===== src/design/pcanon_ram.sv =====
module pcanon_ram #(
  parameter int WIDTH = 8,
  parameter int DEPTH = 256
) (
  input  logic                     clk_i,
  input  logic                     we_i,
  input  logic [$clog2(DEPTH)-1:0] waddr_i,
  input  logic [WIDTH-1:0]         wdata_i,
  input  logic [$clog2(DEPTH)-1:0] raddr_i,
  output logic [WIDTH-1:0]         rdata_o
);

  logic [WIDTH-1:0] mem_q [DEPTH];
  logic [WIDTH-1:0] rdata_q;

  always_ff @(posedge clk_i) begin
    if (we_i) begin
      mem_q[waddr_i] <= wdata_i;
    end
    rdata_q <= mem_q[raddr_i];
  end

  assign rdata_o = rdata_q;

endmodule


===== config.mk =====
export PLATFORM = sky130hd
export DESIGN_NAME = pcanon_ram
export DESIGN_NICKNAME = d
export VERILOG_FILES = /design/src/design/pcanon_ram.sv
export SDC_FILE = /design/constraint.sdc
export NUM_CORES = 2
export LEC_CHECK = 0
export ABC_AREA = 1
export BUFFER_PORTS_ARGS = -buffer_cell sky130_fd_sc_hd__clkbuf_2
export CORE_AREA = 5 5 396 398
export CTS_CLUSTER_SIZE = 40
export DETAILED_ROUTE_END_ITERATION = 10
export DIE_AREA = 0 0 401 403
export PLACE_DENSITY = 0.7
export SETUP_SLACK_MARGIN = 0.2
export SLEW_MARGIN = 20
export SYNTH_ARGS = -nofsm -noshare
export SYNTH_HDL_FRONTEND = slang
export SYNTH_SLANG_ARGS = --single-unit

===== constraint.sdc =====
create_clock -name clk_i -period 2.6 [get_ports clk_i]
set_input_delay 0.52 -clock clk_i [delete_from_list [all_inputs] [get_ports clk_i]]
set_output_delay 0.52 -clock clk_i [all_outputs]
set_load 0.03 [all_outputs]

## After elaboration in Yosys (flattened, before gate mapping)

Memories as Yosys holds them, arrays and structs flattened. A register that Yosys moved wholly into a read port is not among the register bits.
Cells that the tools add are included.

| word-level totals | value |
|---|---|
| register bits | 0 |
| memory bits (writable) | 2048 |
| input bits | 26 |
| output and inout port bits | 8 |
| logic and storage cells | 3 |
| memories | 1 |

Memory list:

| name | words | bits a word | rd ports | clocked after Yosys merged registers in | write ports | line | RTL |
|---|---|---|---|---|---|---|---|
| mem_q | 256 | 8 | 1 | 1 | 1 | 13 | `logic [WIDTH-1:0] mem_q [DEPTH];` |

| operators by class | value |
|---|---|
| multiplexer cells | 2 |

Operator list:

| operator | number |
|---|---|
| 2-to-1 mux 1 bit | 2 |

## Depth between registers and ports, before layout

| depth | value |
|---|---|
| depth after elaboration | 2 |
| mapped depth | 15 |

## Least setup slack after synthesis

OpenSTA, ideal clock, no wires.

| timing | value |
|---|---|
| kind | input -> register |
| start | input port we_i |
| end | memory mem_q[162][0] (enable) |
| setup time | 370 ps |
| arrival time | 1641 ps |
| required time | 2230 ps |
| setup slack | 589 ps |
| cell stages on the path | 4 |
| path buffers | 2 |
| cells stage by stage | clkbuf_1 > nand3_1 > clkbuf_1 > nor2_1 |

| on the way | value |
|---|---|
| cells in the longest elaborated chain, start to end | 2 |

RTL lines:

| item | line | RTL |
|---|---|---|
| start: declaration | 6 | `input logic we_i,` |
| 2-to-1 mux 1 bit | 17 | `if (we_i) begin` |
| 2-to-1 mux 1 bit (not written as such) | 18 | `mem_q[waddr_i] <= wdata_i;` |
| end: declaration | 13 |  |

No other way between the ends.

## Worst setup path after layout

| timing | value |
|---|---|
| start | register rdata_q[4], in the netlist rdata_o[4], read port of mem_q |
| end | output port rdata_o[4] |

RTL lines:

| item | line | RTL |
|---|---|---|
| start: declaration | 14 | `logic [WIDTH-1:0] rdata_q;` |
| end: declaration | 10 | `output logic [WIDTH-1:0] rdata_o` |

No word-level cell between the ends.

==> impl_metrics.yaml <==
clock_network:
  post-cts-setup-buffers: 0
  ctsResizeCount: 0
  cts_buffers: 198
  root_buffer: "clkbuf_16"
  hold_buffers: 0
  clkSinkCount: 2056
  h-tree-depth: 4
  clk_pin_slew_worst_paths_ps: 60
  clk_latency_ps: 840
  ctsLongestPathBuffers: 3
  cts_tree: "done"
global_route:
  grt_max_degree: 94
  gr-total-overflow: 0
  antenna_found_initial: 16
  grt_pass1_vias: 55000
  grt_pass1_wl_mm: 347
  track_usage: 0.283
power_and_ir_drop:
  finalPower_mw: 69.3
  powerDensity_mw_per_mm2: 722
  ir_worst_vdd_uv: 719
  power.leakage_nw: 34.3
critical_path:
  slowest_delay_ps: 620
  end_kind: "output port"
  startpoint_type: "flop"
  criticalPathCategory: "reg2out"
  critPathArrivalTime_ps: 1790
  path_buf_inv: 1
  crit_required_ps: 2080
  critPathTopFamily: "flip-flops"
  path_cells: "clkbuf_2"
  worstPathMaxFanout: 2
  slowest_stage: "dfxtp_1"
timing:
  worst_slack_ps: 294
  worst_pin_slew_ps: 733
  setup_violations: 0
  finalMaxSlewViolations: 0
  finalCriticalPeriod_ps: 2310
  clock_skew_ps: 41.4
  fmax_mhz: 434
  fin_crit_sh: 0.887
  hold_viol_final: 0
  maxSlewHeadroom: 0.511
  rsz0062_at_grt: "no"
finish:
  nNetsFinal: 7359
  drive_gt1_frac: 0.119
  final_common_cell: "nand2_1"
  layout_common_cells: "2121 x nand2_1, 2048 x edfxtp_1, 2019 x nand3_1"
  fin_area_mm2: 0.0960
  syn_to_final_growth_pct: 15.1
floorplanning:
  die_y_um: 403
  start_util: 0.545
  die_w_um: 401
  fp-row-count: 144
  ios: 34
  coreArea_mm2: 0.153
  dieArea_mm2: 0.162
logic_synthesis:
  synth_area_per_cell_um2: 11.9
  ys_seq_elements: 2056
  yosysTopAreaCell: "edfxtp_1"
  yosysUniqueCellTypes: 14
  syn_nets: 7029
  ys_seq_area_frac: 0.739
  synth.top_cells.by_area: "edfxtp_1 74%, nand3_1 12%, nand2_1 9.6%"
  synthCells: 7003
  syn_area_mm2: 0.0834
  yosys_warnings: 0
  synth_top_cell_area_share: 0.737
placed_design:
  dp_hpwl_mm: 144
  place_area_mm2: 0.0896
  port_buffers: 33
  gp_congestion: 0.923
  pre_cts_slack_ps: -336
route:
  first_pass_iters: 6
  ant_nets: 0
  drt_wl_total_mm: 233
  drcViolationCount: 0
  drtIter0Drc: 7862
  num_vias: 57500
  wl_per_cell_um: 24.3
  viasPerCell: 6.02
status:
  status: "complete, no violations"
job:
  cap_violations: 0
worst_hold_path:
  hold_path_class: "in2reg"
synth_stat cells, drive strengths merged:
cell type  number
buf           371
clkbuf        112
dfxtp           8
edfxtp       2048
inv            39
nand2        2123
nand3        2019
nor2          283
kinds of logic after synthesis:
logic type,synth area share
DFF,0.739
and+or+nand+nor,0.229
buffers and inverters,0.0312
flip-flops by register name, indices dropped and copies added, names as in the netlist:
name     cells
rdata_o      8
mem_q     2048
cell type report:
cell class              instances  area, µm²
well taps                    2044       2560
clock buffers                 247       5280
fillers                     11200      57000
repair buffers                613       6100
clock inverters               116       1020
diodes                         12       30.0
flip-flops and latches       2056      61700
inverters                      39        180
multi-input cells            4425      19100
layer usage:
layer	GRT usage	vias to the layer above	routed length (µm)
met5	0	-	90
met4	0.121	12	9950
met3	0.0612	527	26900
met2	0.440	3461	108000
met1	0.391	28000	87600
li1	-	25500	-
stage by stage:
stage               hold WS, ps  TNS (ps)   util  std cells
floorplan                   619         0      -       7003
global placement            938     -1530  0.586       9177
detailed placement          940     -1520  0.586       9177
CTS                        55.2         0  0.627       9540
global route               73.7         0  0.627       9540
finish                      103         0  0.627       9552
where the power goes:
part	total [mW]	switching (mW)	internal (mW)
combinational	4.64	3.32	1.32
clock	28.1	12.1	15.9
sequential	36.6	0.0743	36.5
total	69.3	15.5	53.8
worst paths after layout:
| path | start | end | slack, ps | cells after the start |
|---|---|---|---|---|
| max | rdata_o[4]$_DFF_P_ | rdata_o[4] | 290 | 1 |
| min | wdata_i[5] | mem_q[127][5]$_DFFE_PP_ | 100 | 1 |
| max reg2reg | mem_q[145][4]$_DFFE_PP_ | rdata_o[4]$_DFF_P_ | 650 | 10 |
| min reg2reg | mem_q[24][5]$_DFFE_PP_ | rdata_o[5]$_DFF_P_ | 1010 | 10 |
Power figures use the tool's default switching activity.
