==> src/design/pcanon_pkg.sv <==
package pcanon_pkg;

  // Default size of the directory and path stores, in bytes
  localparam int BUF_BYTES_DEF = 256;

  // Result store
  localparam int RES_DEPTH = 256;
  localparam int RES_AW    = 8;

  // Capacity register
  localparam int              CAP_W   = 9;
  localparam logic [CAP_W-1:0] CAP_RST = 9'd256;

  // Action codes
  localparam logic [2:0] ACT_CLEAR  = 3'd0;
  localparam logic [2:0] ACT_LDDIR  = 3'd1;
  localparam logic [2:0] ACT_LDPATH = 3'd2;
  localparam logic [2:0] ACT_FINISH = 3'd3;
  localparam logic [2:0] ACT_READ   = 3'd4;

  // Characters
  localparam logic [7:0] CH_NUL   = 8'h00;
  localparam logic [7:0] CH_SLASH = 8'h2F;
  localparam logic [7:0] CH_DOT   = 8'h2E;

  typedef struct packed {
    logic [2:0] action;
    logic [7:0] ch;
    logic [7:0] read_index;
  } in_item_t;

  typedef struct packed {
    logic [7:0] out_byte;
    logic [7:0] out_len;
    logic       accepted;
  } out_item_t;

  // Start request to the finish engine
  typedef struct packed {
    logic             start;
    logic [CAP_W-1:0] cap;
  } eng_cmd_t;

  // Completion status from the finish engine
  typedef struct packed {
    logic       done;
    logic [7:0] olen;
  } eng_sts_t;

endpackage

==> src/design/pcanon_engine.sv <==
module pcanon_engine #(
  parameter int BUF_BYTES = pcanon_pkg::BUF_BYTES_DEF
) (
  input  logic                             clk_i,
  input  logic                             rst_ni,
  input  pcanon_pkg::eng_cmd_t             cmd_i,
  input  logic [$clog2(BUF_BYTES+1)-1:0]   dir_len_i,
  input  logic [$clog2(BUF_BYTES+1)-1:0]   path_len_i,
  output pcanon_pkg::eng_sts_t             sts_o,
  output logic [$clog2(BUF_BYTES):0]       in_raddr_o,
  input  logic [7:0]                       in_rdata_i,
  output logic                             res_we_o,
  output logic [pcanon_pkg::RES_AW-1:0]    res_waddr_o,
  output logic [7:0]                       res_wdata_o,
  output logic [pcanon_pkg::RES_AW-1:0]    res_raddr_o,
  input  logic [7:0]                       res_rdata_i
);
  import pcanon_pkg::*;

  localparam int LW  = $clog2(BUF_BYTES + 1);
  localparam int AW  = $clog2(BUF_BYTES);
  localparam int LW1 = LW + 1;
  localparam int SW  = ((LW > CAP_W) ? LW : CAP_W) + 1;

  localparam logic [3:0] E_IDLE  = 4'd0;
  localparam logic [3:0] E_SP_RD = 4'd1;
  localparam logic [3:0] E_SP_CK = 4'd2;
  localparam logic [3:0] E_SD_RD = 4'd3;
  localparam logic [3:0] E_SD_CK = 4'd4;
  localparam logic [3:0] E_CALC  = 4'd5;
  localparam logic [3:0] E_ST_RD = 4'd6;
  localparam logic [3:0] E_ST_PR = 4'd7;
  localparam logic [3:0] E_BK_RD = 4'd8;
  localparam logic [3:0] E_BK_CK = 4'd9;
  localparam logic [3:0] E_DONE  = 4'd10;

  localparam logic [1:0] PH_DIR  = 2'd0;
  localparam logic [1:0] PH_SEP  = 2'd1;
  localparam logic [1:0] PH_PATH = 2'd2;
  localparam logic [1:0] PH_END  = 2'd3;

  logic [3:0]       state_q, state_d;
  logic [1:0]       phase_q, phase_d;
  logic [LW-1:0]    idx_q, idx_d;
  logic [LW-1:0]    plen_q, plen_d;
  logic [LW-1:0]    dlen_q, dlen_d;
  logic [LW-1:0]    clen_q, clen_d;
  logic [7:0]       last_q, last_d;
  logic [7:0]       olen_q, olen_d;
  logic [CAP_W-1:0] cap_q, cap_d;
  logic             p0slash_q, p0slash_d;
  logic             dir_go_q, dir_go_d;
  logic             path_go_q, path_go_d;
  logic             from_ram_q, from_ram_d;
  logic             in_comp_q, in_comp_d;
  logic             c0dot_q, c0dot_d;
  logic             c1dot_q, c1dot_d;

  // Prefix decision, evaluated in E_CALC
  logic          use_dir, dir_go, path_go;
  logic [LW-1:0] dlen_eff, pos;

  // Normalizer datapath
  logic [7:0]    cur_byte;
  logic          sep;
  logic [SW-1:0] base, waddr_w, fit_sum;
  logic          dot1, dot2;

  always_comb begin
    use_dir  = (plen_q == '0) || !p0slash_q;
    dlen_eff = (dlen_q == '0) ? LW'(1) : dlen_q;
    dir_go   = use_dir && (dlen_eff < LW'(BUF_BYTES - 2));
    if (!dir_go) begin
      pos = '0;
    end else if (dlen_q == '0) begin
      pos = LW'(1);
    end else begin
      pos = dlen_q + LW'(last_q != CH_SLASH);
    end
    path_go = (LW1'(pos) + LW1'(plen_q) + LW1'(1)) < LW1'(BUF_BYTES);
  end

  always_comb begin
    cur_byte = from_ram_q ? in_rdata_i : CH_SLASH;
    sep      = olen_q > 8'd1;
    base     = SW'(olen_q) + SW'(sep);
    waddr_w  = base + SW'(clen_q);
    fit_sum  = SW'(olen_q) + SW'(clen_q) + SW'(2);
    dot1     = (clen_q == LW'(1)) && c0dot_q;
    dot2     = (clen_q == LW'(2)) && c0dot_q && c1dot_q;
  end

  always_comb begin
    state_d     = state_q;
    phase_d     = phase_q;
    idx_d       = idx_q;
    plen_d      = plen_q;
    dlen_d      = dlen_q;
    clen_d      = clen_q;
    last_d      = last_q;
    olen_d      = olen_q;
    cap_d       = cap_q;
    p0slash_d   = p0slash_q;
    dir_go_d    = dir_go_q;
    path_go_d   = path_go_q;
    from_ram_d  = from_ram_q;
    in_comp_d   = in_comp_q;
    c0dot_d     = c0dot_q;
    c1dot_d     = c1dot_q;
    in_raddr_o  = '0;
    res_we_o    = 1'b0;
    res_waddr_o = '0;
    res_wdata_o = CH_SLASH;
    res_raddr_o = '0;
    sts_o       = '0;

    unique case (state_q)
      E_IDLE: begin
        if (cmd_i.start) begin
          idx_d     = '0;
          p0slash_d = 1'b0;
          last_d    = CH_NUL;
          cap_d     = cmd_i.cap;
          state_d   = E_SP_RD;
        end
      end

      // path length up to the first zero byte
      E_SP_RD: begin
        if (idx_q == path_len_i) begin
          plen_d  = idx_q;
          idx_d   = '0;
          state_d = E_SD_RD;
        end else begin
          in_raddr_o = {1'b1, idx_q[AW-1:0]};
          state_d    = E_SP_CK;
        end
      end

      E_SP_CK: begin
        if (in_rdata_i == CH_NUL) begin
          plen_d  = idx_q;
          idx_d   = '0;
          state_d = E_SD_RD;
        end else begin
          if (idx_q == '0) begin
            p0slash_d = (in_rdata_i == CH_SLASH);
          end
          idx_d   = idx_q + LW'(1);
          state_d = E_SP_RD;
        end
      end

      // directory length, remembering its last byte
      E_SD_RD: begin
        if (idx_q == dir_len_i) begin
          dlen_d  = idx_q;
          state_d = E_CALC;
        end else begin
          in_raddr_o = {1'b0, idx_q[AW-1:0]};
          state_d    = E_SD_CK;
        end
      end

      E_SD_CK: begin
        if (in_rdata_i == CH_NUL) begin
          dlen_d  = idx_q;
          state_d = E_CALC;
        end else begin
          last_d  = in_rdata_i;
          idx_d   = idx_q + LW'(1);
          state_d = E_SD_RD;
        end
      end

      E_CALC: begin
        dir_go_d    = dir_go;
        path_go_d   = path_go;
        res_we_o    = 1'b1;
        res_waddr_o = '0;
        res_wdata_o = CH_SLASH;
        olen_d      = 8'd1;
        in_comp_d   = 1'b0;
        clen_d      = '0;
        c0dot_d     = 1'b0;
        c1dot_d     = 1'b0;
        phase_d     = PH_DIR;
        idx_d       = '0;
        state_d     = E_ST_RD;
      end

      // stream: directory, separator, path, final separator
      E_ST_RD: begin
        unique case (phase_q)
          PH_DIR: begin
            if (dir_go_q && (idx_q < dlen_q)) begin
              in_raddr_o = {1'b0, idx_q[AW-1:0]};
              from_ram_d = 1'b1;
              state_d    = E_ST_PR;
            end else begin
              phase_d = PH_SEP;
            end
          end
          PH_SEP: begin
            from_ram_d = 1'b0;
            idx_d      = '0;
            phase_d    = PH_PATH;
            state_d    = E_ST_PR;
          end
          PH_PATH: begin
            if (path_go_q && (idx_q < plen_q)) begin
              in_raddr_o = {1'b1, idx_q[AW-1:0]};
              from_ram_d = 1'b1;
            end else begin
              from_ram_d = 1'b0;
              phase_d    = PH_END;
            end
            state_d = E_ST_PR;
          end
          PH_END: begin
            state_d = E_DONE;
          end
          default: begin
            state_d = E_DONE;
          end
        endcase
      end

      E_ST_PR: begin
        state_d = E_ST_RD;
        if (from_ram_q) begin
          idx_d = idx_q + LW'(1);
        end
        if (cur_byte != CH_SLASH) begin
          // component bytes go in speculatively past the kept length
          if (clen_q == '0) begin
            c0dot_d = (cur_byte == CH_DOT);
          end
          if (clen_q == LW'(1)) begin
            c1dot_d = (cur_byte == CH_DOT);
          end
          if (waddr_w < SW'(RES_DEPTH)) begin
            res_we_o    = 1'b1;
            res_waddr_o = waddr_w[RES_AW-1:0];
            res_wdata_o = cur_byte;
          end
          clen_d    = clen_q + LW'(1);
          in_comp_d = 1'b1;
        end else if (in_comp_q) begin
          in_comp_d = 1'b0;
          clen_d    = '0;
          c0dot_d   = 1'b0;
          c1dot_d   = 1'b0;
          if (dot1) begin
            // "." : nothing kept
          end else if (dot2) begin
            if (sep) begin
              olen_d  = olen_q - 8'd1;
              state_d = E_BK_RD;
            end
          end else if (fit_sum >= SW'(cap_q)) begin
            state_d = E_DONE;
          end else begin
            if (sep) begin
              res_we_o    = 1'b1;
              res_waddr_o = olen_q;
              res_wdata_o = CH_SLASH;
            end
            olen_d = waddr_w[7:0];
          end
        end
      end

      // "..": step back to the previous slash, not below the root
      E_BK_RD: begin
        if (olen_q <= 8'd1) begin
          state_d = E_ST_RD;
        end else begin
          res_raddr_o = olen_q - 8'd1;
          state_d     = E_BK_CK;
        end
      end

      E_BK_CK: begin
        if (res_rdata_i == CH_SLASH) begin
          state_d = E_ST_RD;
        end else begin
          olen_d  = olen_q - 8'd1;
          state_d = E_BK_RD;
        end
      end

      E_DONE: begin
        sts_o.done = 1'b1;
        sts_o.olen = olen_q;
        state_d    = E_IDLE;
      end

      default: begin
        state_d = E_IDLE;
      end
    endcase
  end

  always_ff @(posedge clk_i or negedge rst_ni) begin
    if (!rst_ni) begin
      state_q <= E_IDLE;
    end else begin
      state_q <= state_d;
    end
  end

  always_ff @(posedge clk_i) begin
    phase_q    <= phase_d;
    idx_q      <= idx_d;
    plen_q     <= plen_d;
    dlen_q     <= dlen_d;
    clen_q     <= clen_d;
    last_q     <= last_d;
    olen_q     <= olen_d;
    cap_q      <= cap_d;
    p0slash_q  <= p0slash_d;
    dir_go_q   <= dir_go_d;
    path_go_q  <= path_go_d;
    from_ram_q <= from_ram_d;
    in_comp_q  <= in_comp_d;
    c0dot_q    <= c0dot_d;
    c1dot_q    <= c1dot_d;
  end

endmodule

==> config.mk <==
export PLATFORM = sky130hd
export DESIGN_NAME = pcanon_engine
export DESIGN_NICKNAME = d
export VERILOG_FILES = /design/src/design/pcanon_pkg.sv /design/src/design/pcanon_engine.sv
export SDC_FILE = /design/constraint.sdc
export NUM_CORES = 1
export LEC_CHECK = 0
export ABC_AREA = 0
export BUFFER_PORTS_ARGS = -buffer_cell sky130_fd_sc_hd__buf_2
export CAP_MARGIN = 20
export CORE_MARGIN = 4
export CORE_UTILIZATION = 46
export CTS_CLUSTER_SIZE = 24
export DETAILED_ROUTE_END_ITERATION = 12
export PLACE_DENSITY = 0.66
export SKIP_LAST_GASP = 1
export SYNTH_ARGS = -nofsm -noshare
export SYNTH_HDL_FRONTEND = slang
export SYNTH_SLANG_ARGS = --single-unit
==> constraint.sdc <==
create_clock -name clk_i -period 5.3 [get_ports clk_i]
set_input_delay 0.795 -clock clk_i [delete_from_list [all_inputs] [get_ports clk_i]]
set_output_delay 0.795 -clock clk_i [all_outputs]
set_load 0.05 [all_outputs]
### After elaboration in Yosys (flattened, before gate mapping)

Index checks and enable logic that the tools add are counted.

* register bits after elaboration: 74
* output and inout bits: 43

* reduce and logical (&&, ||, !) cells: 38
* muxes and demuxes: 94
* $add $sub $neg: 10
* magnitude comparators: 8
* eq/ne operators: 46

Operators by type and width (number)
* 8-bit two-way mux: 25
* 9-bit two-way mux: 17
* 9-bit case mux with 2 select lines: 4
* 9-bit case mux with 7 select lines: 1
* 4-bit two-way mux: 10
* 4-bit case mux with 10 select lines: 1
* 9-bit zero test: 4
* 2-bit inequality test (second input constant): 14
* 9-bit case mux with 3 select lines: 1
* 8-bit by 6-bit equality test with 1-bit output (second input constant): 3
* 3-bit inequality test (second input constant): 8
* 8-bit case mux with 3 select lines: 1
* 9-bit by 9-bit adder with 10-bit output: 2
* 10-bit by 9-bit less-than comparator with 1-bit output (second input constant): 2
* 1-bit two-way mux: 20
* 9-bit by 1-bit adder with 9-bit output (second input constant): 2
* 9-bit equality test: 2
* 9-bit less-than comparator: 2
* 3-bit AND reduction: 6
* 4-bit by 3-bit equality test with 1-bit output (second input constant): 4
* 8-bit by 6-bit inequality test with 1-bit output (second input constant): 2
* 8-bit case mux with 2 select lines: 1
* 4-bit equality test (second input constant): 3
* 4-bit case mux with 3 select lines: 1
* other kinds (38): 60

### Longest topological paths before layout

Gate-level depths: netlist of the first run.

* word-level depth: 9
* depth in mapped cells: 17

### Worst setup path before layout of the first run

OpenSTA, ideal clock, no wires.

* path kind: flip-flop to output port
* start: reg clen_q[1]
* end: out res_waddr_o[7] (netlist bit)
* slack: 288 ps
* cell stages (with the launch flop): 18
* arrival: 4217 ps
* cell sequence: edfxtp_1 inv_1 ha_1 inv_1 ha_1 fa_1 a22oi_1 or4_1 nand3b_1 xnor2_1 ha_1 a211oi_1 o21ai_0 a41o_1 a311oi_1 buf_4 a31oi_1 a31oi_1

* longest elaborated chain between the ends: 9
* elaborated cells between the ends (all ways): 17
* those cells by class: 3 x add/sub; 2 x order compare; 2 x eq/ne; 7 x mux; 3 x reduce/logical

RTL lines
* start, declared: line pcanon_engine.sv:47 `logic [LW-1:0] clen_q, clen_d;`
* start signal, assigned: line pcanon_engine.sv:318 `clen_q <= clen_d;`
* 8-bit by 9-bit adder with 10-bit output: line pcanon_engine.sv:88 `fit_sum = SW'(olen_q) + SW'(clen_q) + SW'(2);`
* 10-bit by 2-bit adder with 10-bit output: line pcanon_engine.sv:88
* 10-bit by 9-bit >= comparator with 1-bit output: line pcanon_engine.sv:261 `end else if (fit_sum >= SW'(cap_q)) begin`
* 8-bit two-way mux: line pcanon_engine.sv:261
* 8-bit two-way mux: line pcanon_engine.sv:256 `end else if (dot2) begin`
* 8-bit two-way mux: line pcanon_engine.sv:254 `if (dot1) begin`
* 8-bit two-way mux: line pcanon_engine.sv:249 `end else if (in_comp_q) begin`
* 8-bit two-way mux (*): line pcanon_engine.sv:234 `if (cur_byte != CH_SLASH) begin`
* 8-bit two-way mux (*): line pcanon_engine.sv:117 `unique case (state_q)`
* end, declared: line pcanon_engine.sv:13 `output logic [pcanon_pkg::RES_AW-1:0] res_waddr_o,`

Mark *: on every way between the ends. The rest lies on a longest branch, timed or not.

### Worst setup path in the final report of the first run

* start: reg olen_q[2]
* end: out res_waddr_o[0] (netlist bit)

* longest elaborated chain between the ends: 9
* elaborated cells between the ends (all ways): 15
* those cells by class: 4 x add/sub; 3 x order compare; 8 x mux

RTL lines
* start, declared: line pcanon_engine.sv:49 `logic [7:0] olen_q, olen_d;`
* start signal, assigned: line pcanon_engine.sv:320 `olen_q <= olen_d;`
* parallel branches: the longest is 7 deep, another holds 9-bit by 9-bit adder with 10-bit output
* 8-bit two-way mux (*): line pcanon_engine.sv:234
* 8-bit two-way mux (*): line pcanon_engine.sv:117

Mark *: on every way between the ends.

==> reports/results.tsv, run 1 <==
metric	value	unit
final instance area	0.00713	mm^2
met1 Use GR	0.299	
r2r startpoint	olen_q[2]	
first-pass GRT wire length	26300	um
die extent in y	123	um
crit path buf inv count	2	
Max Fclk	0.196	GHz
syn_area_per_cell	9.18	um^2
Syn-to-layout area delta	16.7	%
P_leak	3.12	nW
Final min period	5.09	ns
initial antenna violation count	0	
Inst Count DP	909	
worst setup path start	olen_q[2]	
root buffer cell	clkbuf_16	
vias in the first global route	5176	
Worst Path Arrival	4.30	ns
CP Cell Sequence	ha_2 -> fa_1 -> a22oi_2 -> or4_1 -> nand3b_1 -> xnor2_1 -> ha_1 -> a211oi_1 -> o21ai_0 -> a41o_1 -> a311oi_4 -> buf_6 -> nand4_1 -> a21oi_1 -> buf_4	
n_diodes	0	
hold buffers post-CTS	0	
CP endpoint kind	output port	
final setup fails	0	
Critical Path Fanout Max	6	
busiest metal layer after global routing	met2	
Pins Over Slew Limit	0	
Rows	41	
Die W	123	um
Worst Tran Pin Value	0.878	ns
CP peak stage delay	0.56	ns
startpoint types	register	
Vias	5330	
Filler Cell Count	1171	
Hold Vio Cnt, Final	0	
CTS clock-pin slew for the worst setup and hold paths	0.06	ns
# IOs	89	
Post-synth top cells	edfxtp_1, inv_1, nor2_1, ha_1, a21oi_1	
Post-synth EDFFs	70	
GR Layer Usage met2	0.351	
WL per Instance	18.1	um
maxcap violations	0	
sequential cell area fraction in the yosys report	0.360	
core box area	0.0128	mm^2
port bufs	88	
Initial Util	0.477	
Final Worst Setup Slack	0.206	ns
Skew-Pair Late Insertion Delay	0.35	ns
fin crit share	0.961	
Worst path slowest cell	fa_1	
pre-CTS WS	0.338	ns
GRT overflow	0	
Hold WC Path Type	in2async	
power per cell area	478	mW/mm^2
hpwl dp	13100	um
CTS max path bufs	2	
Clock Sinks	74	
Primary FF master, synth	edfxtp_1	
gr usage total	0.224	
Crit path max-delay family	compound AO/OA/AOI/OAI gates	
Synth area leader	edfxtp_1	
mapped cell area	0.00611	mm^2
CTS tree	done	
run status	completed	
Clock Skews	0.00686	ns
Die ar.	0.0152	mm^2
DRT antenna net count	0	
Total Routed Length	16900	um
share of cells above drive strength 1	0.182	
met3 Use GR	0.0567	
H-Tree Depth	3	
top cells by area, synth	edfxtp_1, ha_1, xnor2_1	
CP required	4.51	ns
syn_nets	784	
final non-filler cell total	936	
vias per cell	5.69	
TritonCTS Buffers	9	
DR iter-0 viols	464	
post-synthesis cell count	666	
post-synth top area share	0.344	
synth unique cells	62	
DR pass1 iterations	6	
DR DRC count	0	
#FFs+latches synth	74	
Crit Path Class	reg2out	
worst hold margin	0.246	ns
gp weighted congestion	0.902	
asr flop ratio synth	0.0541	
Placed Area	0.00671	mm^2
Slew headroom	0.413	
largest net degree at the start of global routing	19	
YS warnings	0	
Peak VDD IR	0.222	mV
Nets	877	
==> per-layer routing <==
| metal | share of wire | vias to the layer above | wire, um |
|---|---|---|---|
| met5 | 0 | - | 0 |
| met2 | 0.48 | 198 | 8090 |
| li1 | - | 2570 | - |
| met4 | 0.026 | 0 | 449 |
| met1 | 0.43 | 2521 | 7270 |
| met3 | 0.067 | 41 | 1140 |
==> power by group <==
part / internal (mW) / total [mW] / switching [mW]
logic: 0.642 / 1.67 / 1.03
registers: 0.885 / 1.16 / 0.271
clock network: 0.342 / 0.578 / 0.236
total: 1.87 / 3.41 / 1.54
==> cell usage in the layout (no fill, tap or decap), types with 13 or more instances in the layout <==
cell	n
a21oi_1	39
xor2_1	22
nand2b_1	13
nor2_1	65
ha_1	63
nand4_1	14
buf_4	20
nand3_1	29
xnor2_1	34
edfxtp_1	70
nand2_1	28
inv_1	68
and3_1	15
o21ai_0	27
nor3_1	18
buf_2	79
==> cell families (layout without fill, tap and decap cells) <==
family	after synthesis	count (layout)	share of synthesized area
AND/OR/NAND/NOR	239	239	0.206
XOR/XNOR	56	56	0.0802
buffers and inverters	93	191	0.0606
flip-flops	74	74	0.360
adder cells (fa/ha/maj)	72	72	0.157
AO/OA/AOI/OAI	132	132	0.136
==> cell type report <==
class	instances	area [um^2]	share of cell area
clock inverters	2	12.5	0.00175
clock buffers	14	264	0.0370
multi-input cells	499	3580	0.502
inverters	70	263	0.0368
flip-flops and latches	74	2200	0.309
well taps	172	215	0.0302
repair buffers	105	598	0.0839
==> flip-flops by register name, indices dropped and copies added (netlist names) <==
name and count:
cap_q 9, clen_q 9, dlen_q 9, idx_q 9, plen_q 9, last_q 8
olen_q 8, state_q 4, phase_q 2, c0dot_q 1, c1dot_q 1, dir_go_q 1
from_ram_q 1, in_comp_q 1, p0slash_q 1, path_go_q 1
==> worst paths after layout <==
| check | cells past startpoint | slack, ns | end |
|---|---|---|---|
| hold / removal | 1 | 0.25 | state_q[3] |
| max in group asynchronous | 1 | 4.92 | state_q[1] |
| setup reg to reg | 15 | 1.06 | olen_q[6] |
| min in group clk_i | 1 | 0.63 | cap_q[7] |
| hold reg to reg | 2 | 0.75 | clen_q[2] |
| setup / recovery | 15 | 0.21 | res_waddr_o[0] |
==> through the flow <==
stage / power, mW / setup TNS (ns) / utilization
global placement: 2.67 / 0 / 0.523
CTS: 3.31 / 0 / 0.544
global route: 3.64 / -0.00986 / 0.556
floorplan: 2.25 / 0 / -
finish: 3.41 / 0 / 0.556
detailed placement: 2.72 / 0 / 0.523
==> timing repair <==
action	in CTS	in global routing
resized for setup	0	30
buffers inserted	0	9
endpoints found under the setup margin	0	9
No activity file was read; power rests on OpenSTA's default activity.
==> run 2: changes to the inputs <==
clock period = 4.75 ns   (was 5.3 ns; I/O delays follow)
==> reports/results.tsv, run 2 (synthesis results as in run 1) <==
metric	value	unit	change
run status	complete, but fails checks		was completed
failing checks	negative setup slack		
# IOs	89		unchanged
met3 wire length	1280	um	was 1140 um
WL per Instance	19.1	um	was 18.1 um
DRT antenna net count	0		unchanged
vias per cell	5.78		was 5.69
Worst R2R Setup Slack	0.52	ns	was 1.06 ns
pre-CTS WS	0.0448	ns	was 0.338 ns
fin crit share	1.02		
share of cells above drive strength 1	0.225		was 0.182
Peak VDD IR	0.304	mV	was 0.222 mV
Power, Total	3.88	mW	was 3.41 mW
GRT overflow	0		unchanged
startpoint types	register		unchanged
Skew-Pair Late Insertion Delay	0.34	ns	was 0.35 ns
CTS tree	done		unchanged
Clock Skews	0.00902	ns	was 0.00686 ns
Filler Cell Count	1133		was 1,171
Worst Path Arrival	4.15	ns	was 4.30 ns
most frequent CP cell	a31oi_2		
Pins Over Slew Limit	0		unchanged
Syn-to-layout area delta	20.7	%	was 16.7%
Critical Path Fanout Max	5		was 6
leading cell types in the layout, fill and taps excluded	buf_2, edfxtp_1, inv_1, nor2_1, ha_1		unchanged
metal2 WL	8760	um	was 8090 um
Hold Vio Cnt, Final	0		unchanged
Placed Area	0.00682	mm^2	was 0.00671 mm^2
Final min period	4.86	ns	
r2r startpoint	olen_q[4]		was olen_q[2]
Max Fclk	0.206	GHz	
first-pass GRT wire length	28500	um	was 26,300 um
Worst path slowest cell	or4_4		was fa_1
Crit Path Class	reg2out		unchanged
Clock Sinks	74		unchanged
worst hold margin	0.175	ns	was 0.246 ns
final instance area	0.00737	mm^2	was 0.00713 mm^2
core box area	0.0128	mm^2	unchanged
largest net degree at the start of global routing	20		was 19
Worst Tran Pin Value	0.885	ns	was 0.878 ns
n_diodes	0		unchanged
most common cell after layout, fill and taps aside	buf_2		unchanged
final setup fails	9		was 0
Hold WC Path Type	in2async		unchanged
gr usage total	0.243		was 0.224
uppermost routed layer	met4		unchanged
root buffer cell	clkbuf_16		unchanged
met1 WL	7510	um	was 7270 um
RSZ-0062 raised after global routing	true		
Total Routed Length	18200	um	was 16,900 um
DR iter-0 viols	407		was 464
hpwl dp	13800	um	was 13,100 um
final core occ	0.575		was 0.556
initial antenna violation count	0		unchanged
Initial Util	0.477		unchanged
hold buffers post-CTS	0		unchanged
Die W	123	um	unchanged
CP required	4.04	ns	was 4.51 ns
H-Tree Depth	3		unchanged
vias in the first global route	5504		was 5,176
gp weighted congestion	0.921		was 0.902
Die ar.	0.0152	mm^2	unchanged
CP peak stage delay	0.55	ns	was 0.56 ns
DR DRC count	0		unchanged
CTS max path bufs	2		unchanged
worst r2r dst	olen_q[2]		was olen_q[6]
cell count of the worst reg-to-reg path	16		was 15
Nets	894		was 877
power per cell area	526	mW/mm^2	was 478 mW/mm^2
port bufs	88		unchanged
CTS clock-pin slew for the worst setup and hold paths	0.06	ns	about the same
Slew headroom	0.408		was 0.413
Rows	41		unchanged
P_leak	3.21	nW	was 3.12 nW
Final Worst Setup Slack	-0.112	ns	was 0.206 ns
DR pass1 iterations	5		was 6
CP endpoint kind	output port		unchanged
CP Cell Sequence	ha_2 -> inv_1 -> fa_2 -> or4_4 -> nand3b_1 -> xnor2_1 -> ha_1 -> a211oi_2 -> o21ai_1 -> a41o_1 -> a311oi_2 -> buf_4 -> a31oi_2 -> a31oi_2 -> buf_6		was ha_2 -> fa_1 -> a22oi_2 -> or4_1 -> nand3b_1 -> xnor2_1 -> ha_1 -> a211oi_1 -> o21ai_0 -> a41o_1 -> a311oi_4 -> buf_6 -> nand4_1 -> a21oi_1 -> buf_4
TritonCTS Buffers	9		unchanged
die extent in y	123	um	unchanged
maxcap violations	0		unchanged
Vias	5508		was 5,330
[run 2: cell types whose count changed in the layout (fill, tap and decap cells not counted), sizes merged]
cell	delta
clkbuf	-5
buf	+17
clkinvlp	+1
clkinv	+4
[run 2: repair_timing]
| item | 4_1_cts | 5_1_grt |
|---|---|---|
| endpoints found under the hold margin | 0 | 0 |
| resized for setup | 36 | 21 |
| pin swaps | 11 | 9 |
| setup buffers | 10 | 6 |
| gates cloned | 1 | 0 |
| endpoints found under the setup margin | 11 | 16 |
[run 2: power breakdown]
part           total [mW]  leakage, nW  internal (mW)  switching (mW)
Combinational        2.00         2.37          0.774            1.22
Sequential           1.27        0.712          0.987           0.283
Clock               0.615        0.124          0.346           0.269
Total                3.88         3.21           2.11            1.77
[run 2: metal layers]
metal	vias to the layer above	global-route usage
li1	2599	-
met1	2610	0.318
met2	251	0.401
met3	48	0.0462
met4	0	0.0927
met5	-	0
[run 2: how the worst max path moves through the flow]
stage               startpoint        endpoint  slack, ns  cells past startpoint
detailed placement   olen_q[4]  res_waddr_o[7]       0.04                     15
CTS                  olen_q[2]  res_waddr_o[5]      -0.03                     16
floorplan            clen_q[1]  res_waddr_o[7]       0.08                     17
global placement     olen_q[4]  res_waddr_o[0]       0.21                     15
finish               olen_q[4]  res_waddr_o[7]      -0.11                     15
global route         olen_q[2]  res_waddr_o[0]      -0.24                     15
[run 2: through the flow]
stage	setup TNS, ns	instances
after floorplan	0	666
after detailed placement	0	920
after CTS	-0.0993	947
after global routing	-1.92	953
final	-0.759	953
after global placement	0	920
[run 2: layout make-up]
type | instances | area (um^2) | area share
multi-input cells | 499 | 3660 | 0.496
flip-flops and latches | 74 | 2200 | 0.299
repair buffers | 122 | 774 | 0.105
inverters | 70 | 263 | 0.0356
clock buffers | 9 | 225 | 0.0305
well taps | 172 | 215 | 0.0292
clock inverters | 7 | 36.3 | 0.00492
[run 2: worst max-delay path, delay by kind of cell, from the launching register on]
| kind | cells | cell delay, ns |
|---|---|---|
| simple gates | 2 | 0.68 |
| fa+ha+maj | 3 | 1.01 |
| flops | 1 | 0.44 |
| compound gates | 6 | 1.13 |
| buf+inv | 3 | 0.49 |
| xor+xnor | 1 | 0.07 |
==> run 3: changes to the inputs <==
clock period = 5.5 ns   (was 4.75 ns; I/O delays follow)
==> reports/results.tsv, run 3 (synthesis results as in run 1) <==
metric	value	unit	change
run status	completed		was complete, but fails checks
net switching fraction of the power	0.439		was 0.457
Int Pwr	1.88	mW	was 2.11 mW
Max Fclk	0.187	GHz	
die extent in y	123	um	unchanged
port bufs	88		unchanged
Syn-to-layout area delta	16.5	%	was 20.7%
Clock Sinks	74		unchanged
CP required	4.68	ns	was 4.04 ns
WL per Instance	18.4	um	was 19.1 um
most frequent CP cell	ha_1		was a31oi_2
Comb pwr share	0.463		was 0.514
power per cell area	470	mW/mm^2	was 526 mW/mm^2
Hold WC Path Type	in2async		unchanged
Worst Path Arrival	4.53	ns	was 4.15 ns
DRT antenna net count	0		unchanged
share of cells above drive strength 1	0.173		was 0.225
H-Tree Depth	3		unchanged
Die W	123	um	unchanged
Slew headroom	0.409		was 0.408
worst hold margin	0.291	ns	was 0.175 ns
Final min period	5.36	ns	
Inst Count DP	908		was 920
P_leak	3.14	nW	was 3.21 nW
TNS Setup	0	ns	was -0.759 ns
Die ar.	0.0152	mm^2	unchanged
GRT overflow	0		unchanged
TritonCTS Buffers	9		unchanged
CTS tree	done		unchanged
gr usage total	0.228		was 0.243
Peak VDD IR	0.232	mV	was 0.304 mV
most common cell after layout, fill and taps aside	buf_2		unchanged
crit path buf inv count	4		was 3
hpwl dp	13400	um	was 13,800 um
Flop pwr share	0.333		was 0.327
largest net degree at the start of global routing	19		was 20
DR DRC count	0		unchanged
CP endpoint kind	output port		unchanged
initial antenna violation count	0		unchanged
Nets	875		was 894
hold buffers post-CTS	0		unchanged
leading cell types in the layout, fill and taps excluded	buf_2, inv_1, edfxtp_1, nor2_1, ha_1		was buf_2, edfxtp_1, inv_1, nor2_1, ha_1
Power, Total	3.35	mW	was 3.88 mW
Total Routed Length	17200	um	was 18,200 um
Worst path slowest cell	edfxtp_1		was or4_4
Worst Tran Pin Value	0.883	ns	was 0.885 ns
Crit path max-delay family	compound AO/OA/AOI/OAI gates		unchanged
final non-filler cell total	934		was 953
core box area	0.0128	mm^2	unchanged
Net Switching	1.47	mW	was 1.77 mW
final setup fails	0		was 9
Hold Vio Cnt, Final	0		unchanged
Vias	5423		was 5,508
Initial Util	0.477		unchanged
Rows	41		unchanged
gp weighted congestion	0.931		was 0.921
first-pass GRT wire length	26700	um	was 28,500 um
DR iter-0 viols	470		was 407
Clock Skews	0.00793	ns	was 0.00902 ns
Filler Cell Count	1186		was 1,133
Critical Path Fanout Max	11		was 5
CTS clock-pin slew for the worst setup and hold paths	0.06	ns	about the same
# IOs	89		unchanged
DR pass1 iterations	7		was 5
CP Cell Sequence	inv_1 -> ha_1 -> inv_1 -> ha_1 -> fa_1 -> a22oi_1 -> or4_1 -> nand3b_1 -> xnor2_1 -> ha_1 -> a211oi_1 -> o21ai_0 -> a41o_1 -> a311oi_1 -> buf_4 -> nand4_1 -> a21oi_1 -> buf_2		was ha_2 -> inv_1 -> fa_2 -> or4_4 -> nand3b_1 -> xnor2_1 -> ha_1 -> a211oi_2 -> o21ai_1 -> a41o_1 -> a311oi_2 -> buf_4 -> a31oi_2 -> a31oi_2 -> buf_6
root buffer cell	clkbuf_16		unchanged
CTS max path bufs	2		unchanged
vias per cell	5.81		was 5.78
clock power share	0.204		was 0.158
maxcap violations	0		unchanged
final core occ	0.555		was 0.575
Crit Path Class	reg2out		unchanged
fin crit share	0.974		
Skew-Pair Late Insertion Delay	0.34	ns	about the same
n_diodes	0		unchanged
CP peak stage delay	0.44	ns	was 0.55 ns
startpoint types	register		unchanged
Pins Over Slew Limit	0		unchanged
vias in the first global route	5296		was 5,504
-- run 3: cell types whose count changed in the layout (fill, tap and decap cells not counted), moves of 4 or more --
| cell | delta |
|---|---|
| buf_4 | -21 |
| buf_2 | +14 |
| buf_6 | -11 |
| a21oi_1 | +7 |
| a21oi_2 | -7 |
| fa_1 | +5 |
| fa_2 | -5 |
| ha_1 | +4 |
-- run 3: stage by stage --
| step | setup WS (ns) | area, um^2 |
|---|---|---|
| after floorplan | 0.458 | 6110 |
| after global placement | 0.721 | 6700 |
| after detailed placement | 0.553 | 6700 |
| after CTS | 0.186 | 7040 |
| after global routing | -0.00735 | 7120 |
| final | 0.145 | 7120 |
-- run 3: power by group through the flow --
stage | Sequential, mW | Combinational, mW | Clock, mW
after floorplan | 0.959 | 1.21 | 0
after global placement | 1.12 | 1.45 | 0
after detailed placement | 1.12 | 1.50 | 0
after CTS | 1.11 | 1.51 | 0.696
after global routing | 1.14 | 1.72 | 0.721
final | 1.11 | 1.55 | 0.683
-- run 3: routing by layer --
| metal | part of all wire | track usage |
|---|---|---|
| met2 | 0.48 | 0.370 |
| met4 | 0.021 | 0.0824 |
| met3 | 0.063 | 0.0421 |
| met1 | 0.43 | 0.306 |
| met5 | 0 | 0 |
-- run 3: layout make-up --
| class | instances | area, um^2 | share of cell area |
|---|---|---|---|
| multi-input cells | 499 | 3540 | 0.497 |
| flip-flops and latches | 74 | 2200 | 0.309 |
| repair buffers | 103 | 558 | 0.0784 |
| inverters | 70 | 263 | 0.0369 |
| clock buffers | 9 | 225 | 0.0316 |
| well taps | 172 | 215 | 0.0302 |
| clock inverters | 7 | 116 | 0.0163 |
-- run 3: repair_timing --
item | in CTS | in global routing
gates resized for setup | 0 | 3
buffers inserted | 0 | 9
setup endpoints to repair | 0 | 9
-- run 3: final timing paths --
kind	start	endpoint	slack (ns)	depth (start not counted)
setup / recovery	clen_q[1]	res_waddr_o[0]	0.14	18
hold / removal	rst_ni	state_q[1]	0.29	1
setup reg to reg	clen_q[1]	olen_q[3]	0.96	19
hold reg to reg	clen_q[0]	clen_q[0]	0.76	1
max in group asynchronous	rst_ni	state_q[3]	5.07	1
min in group clk_i	cmd_i[7]	cap_q[7]	0.66	1
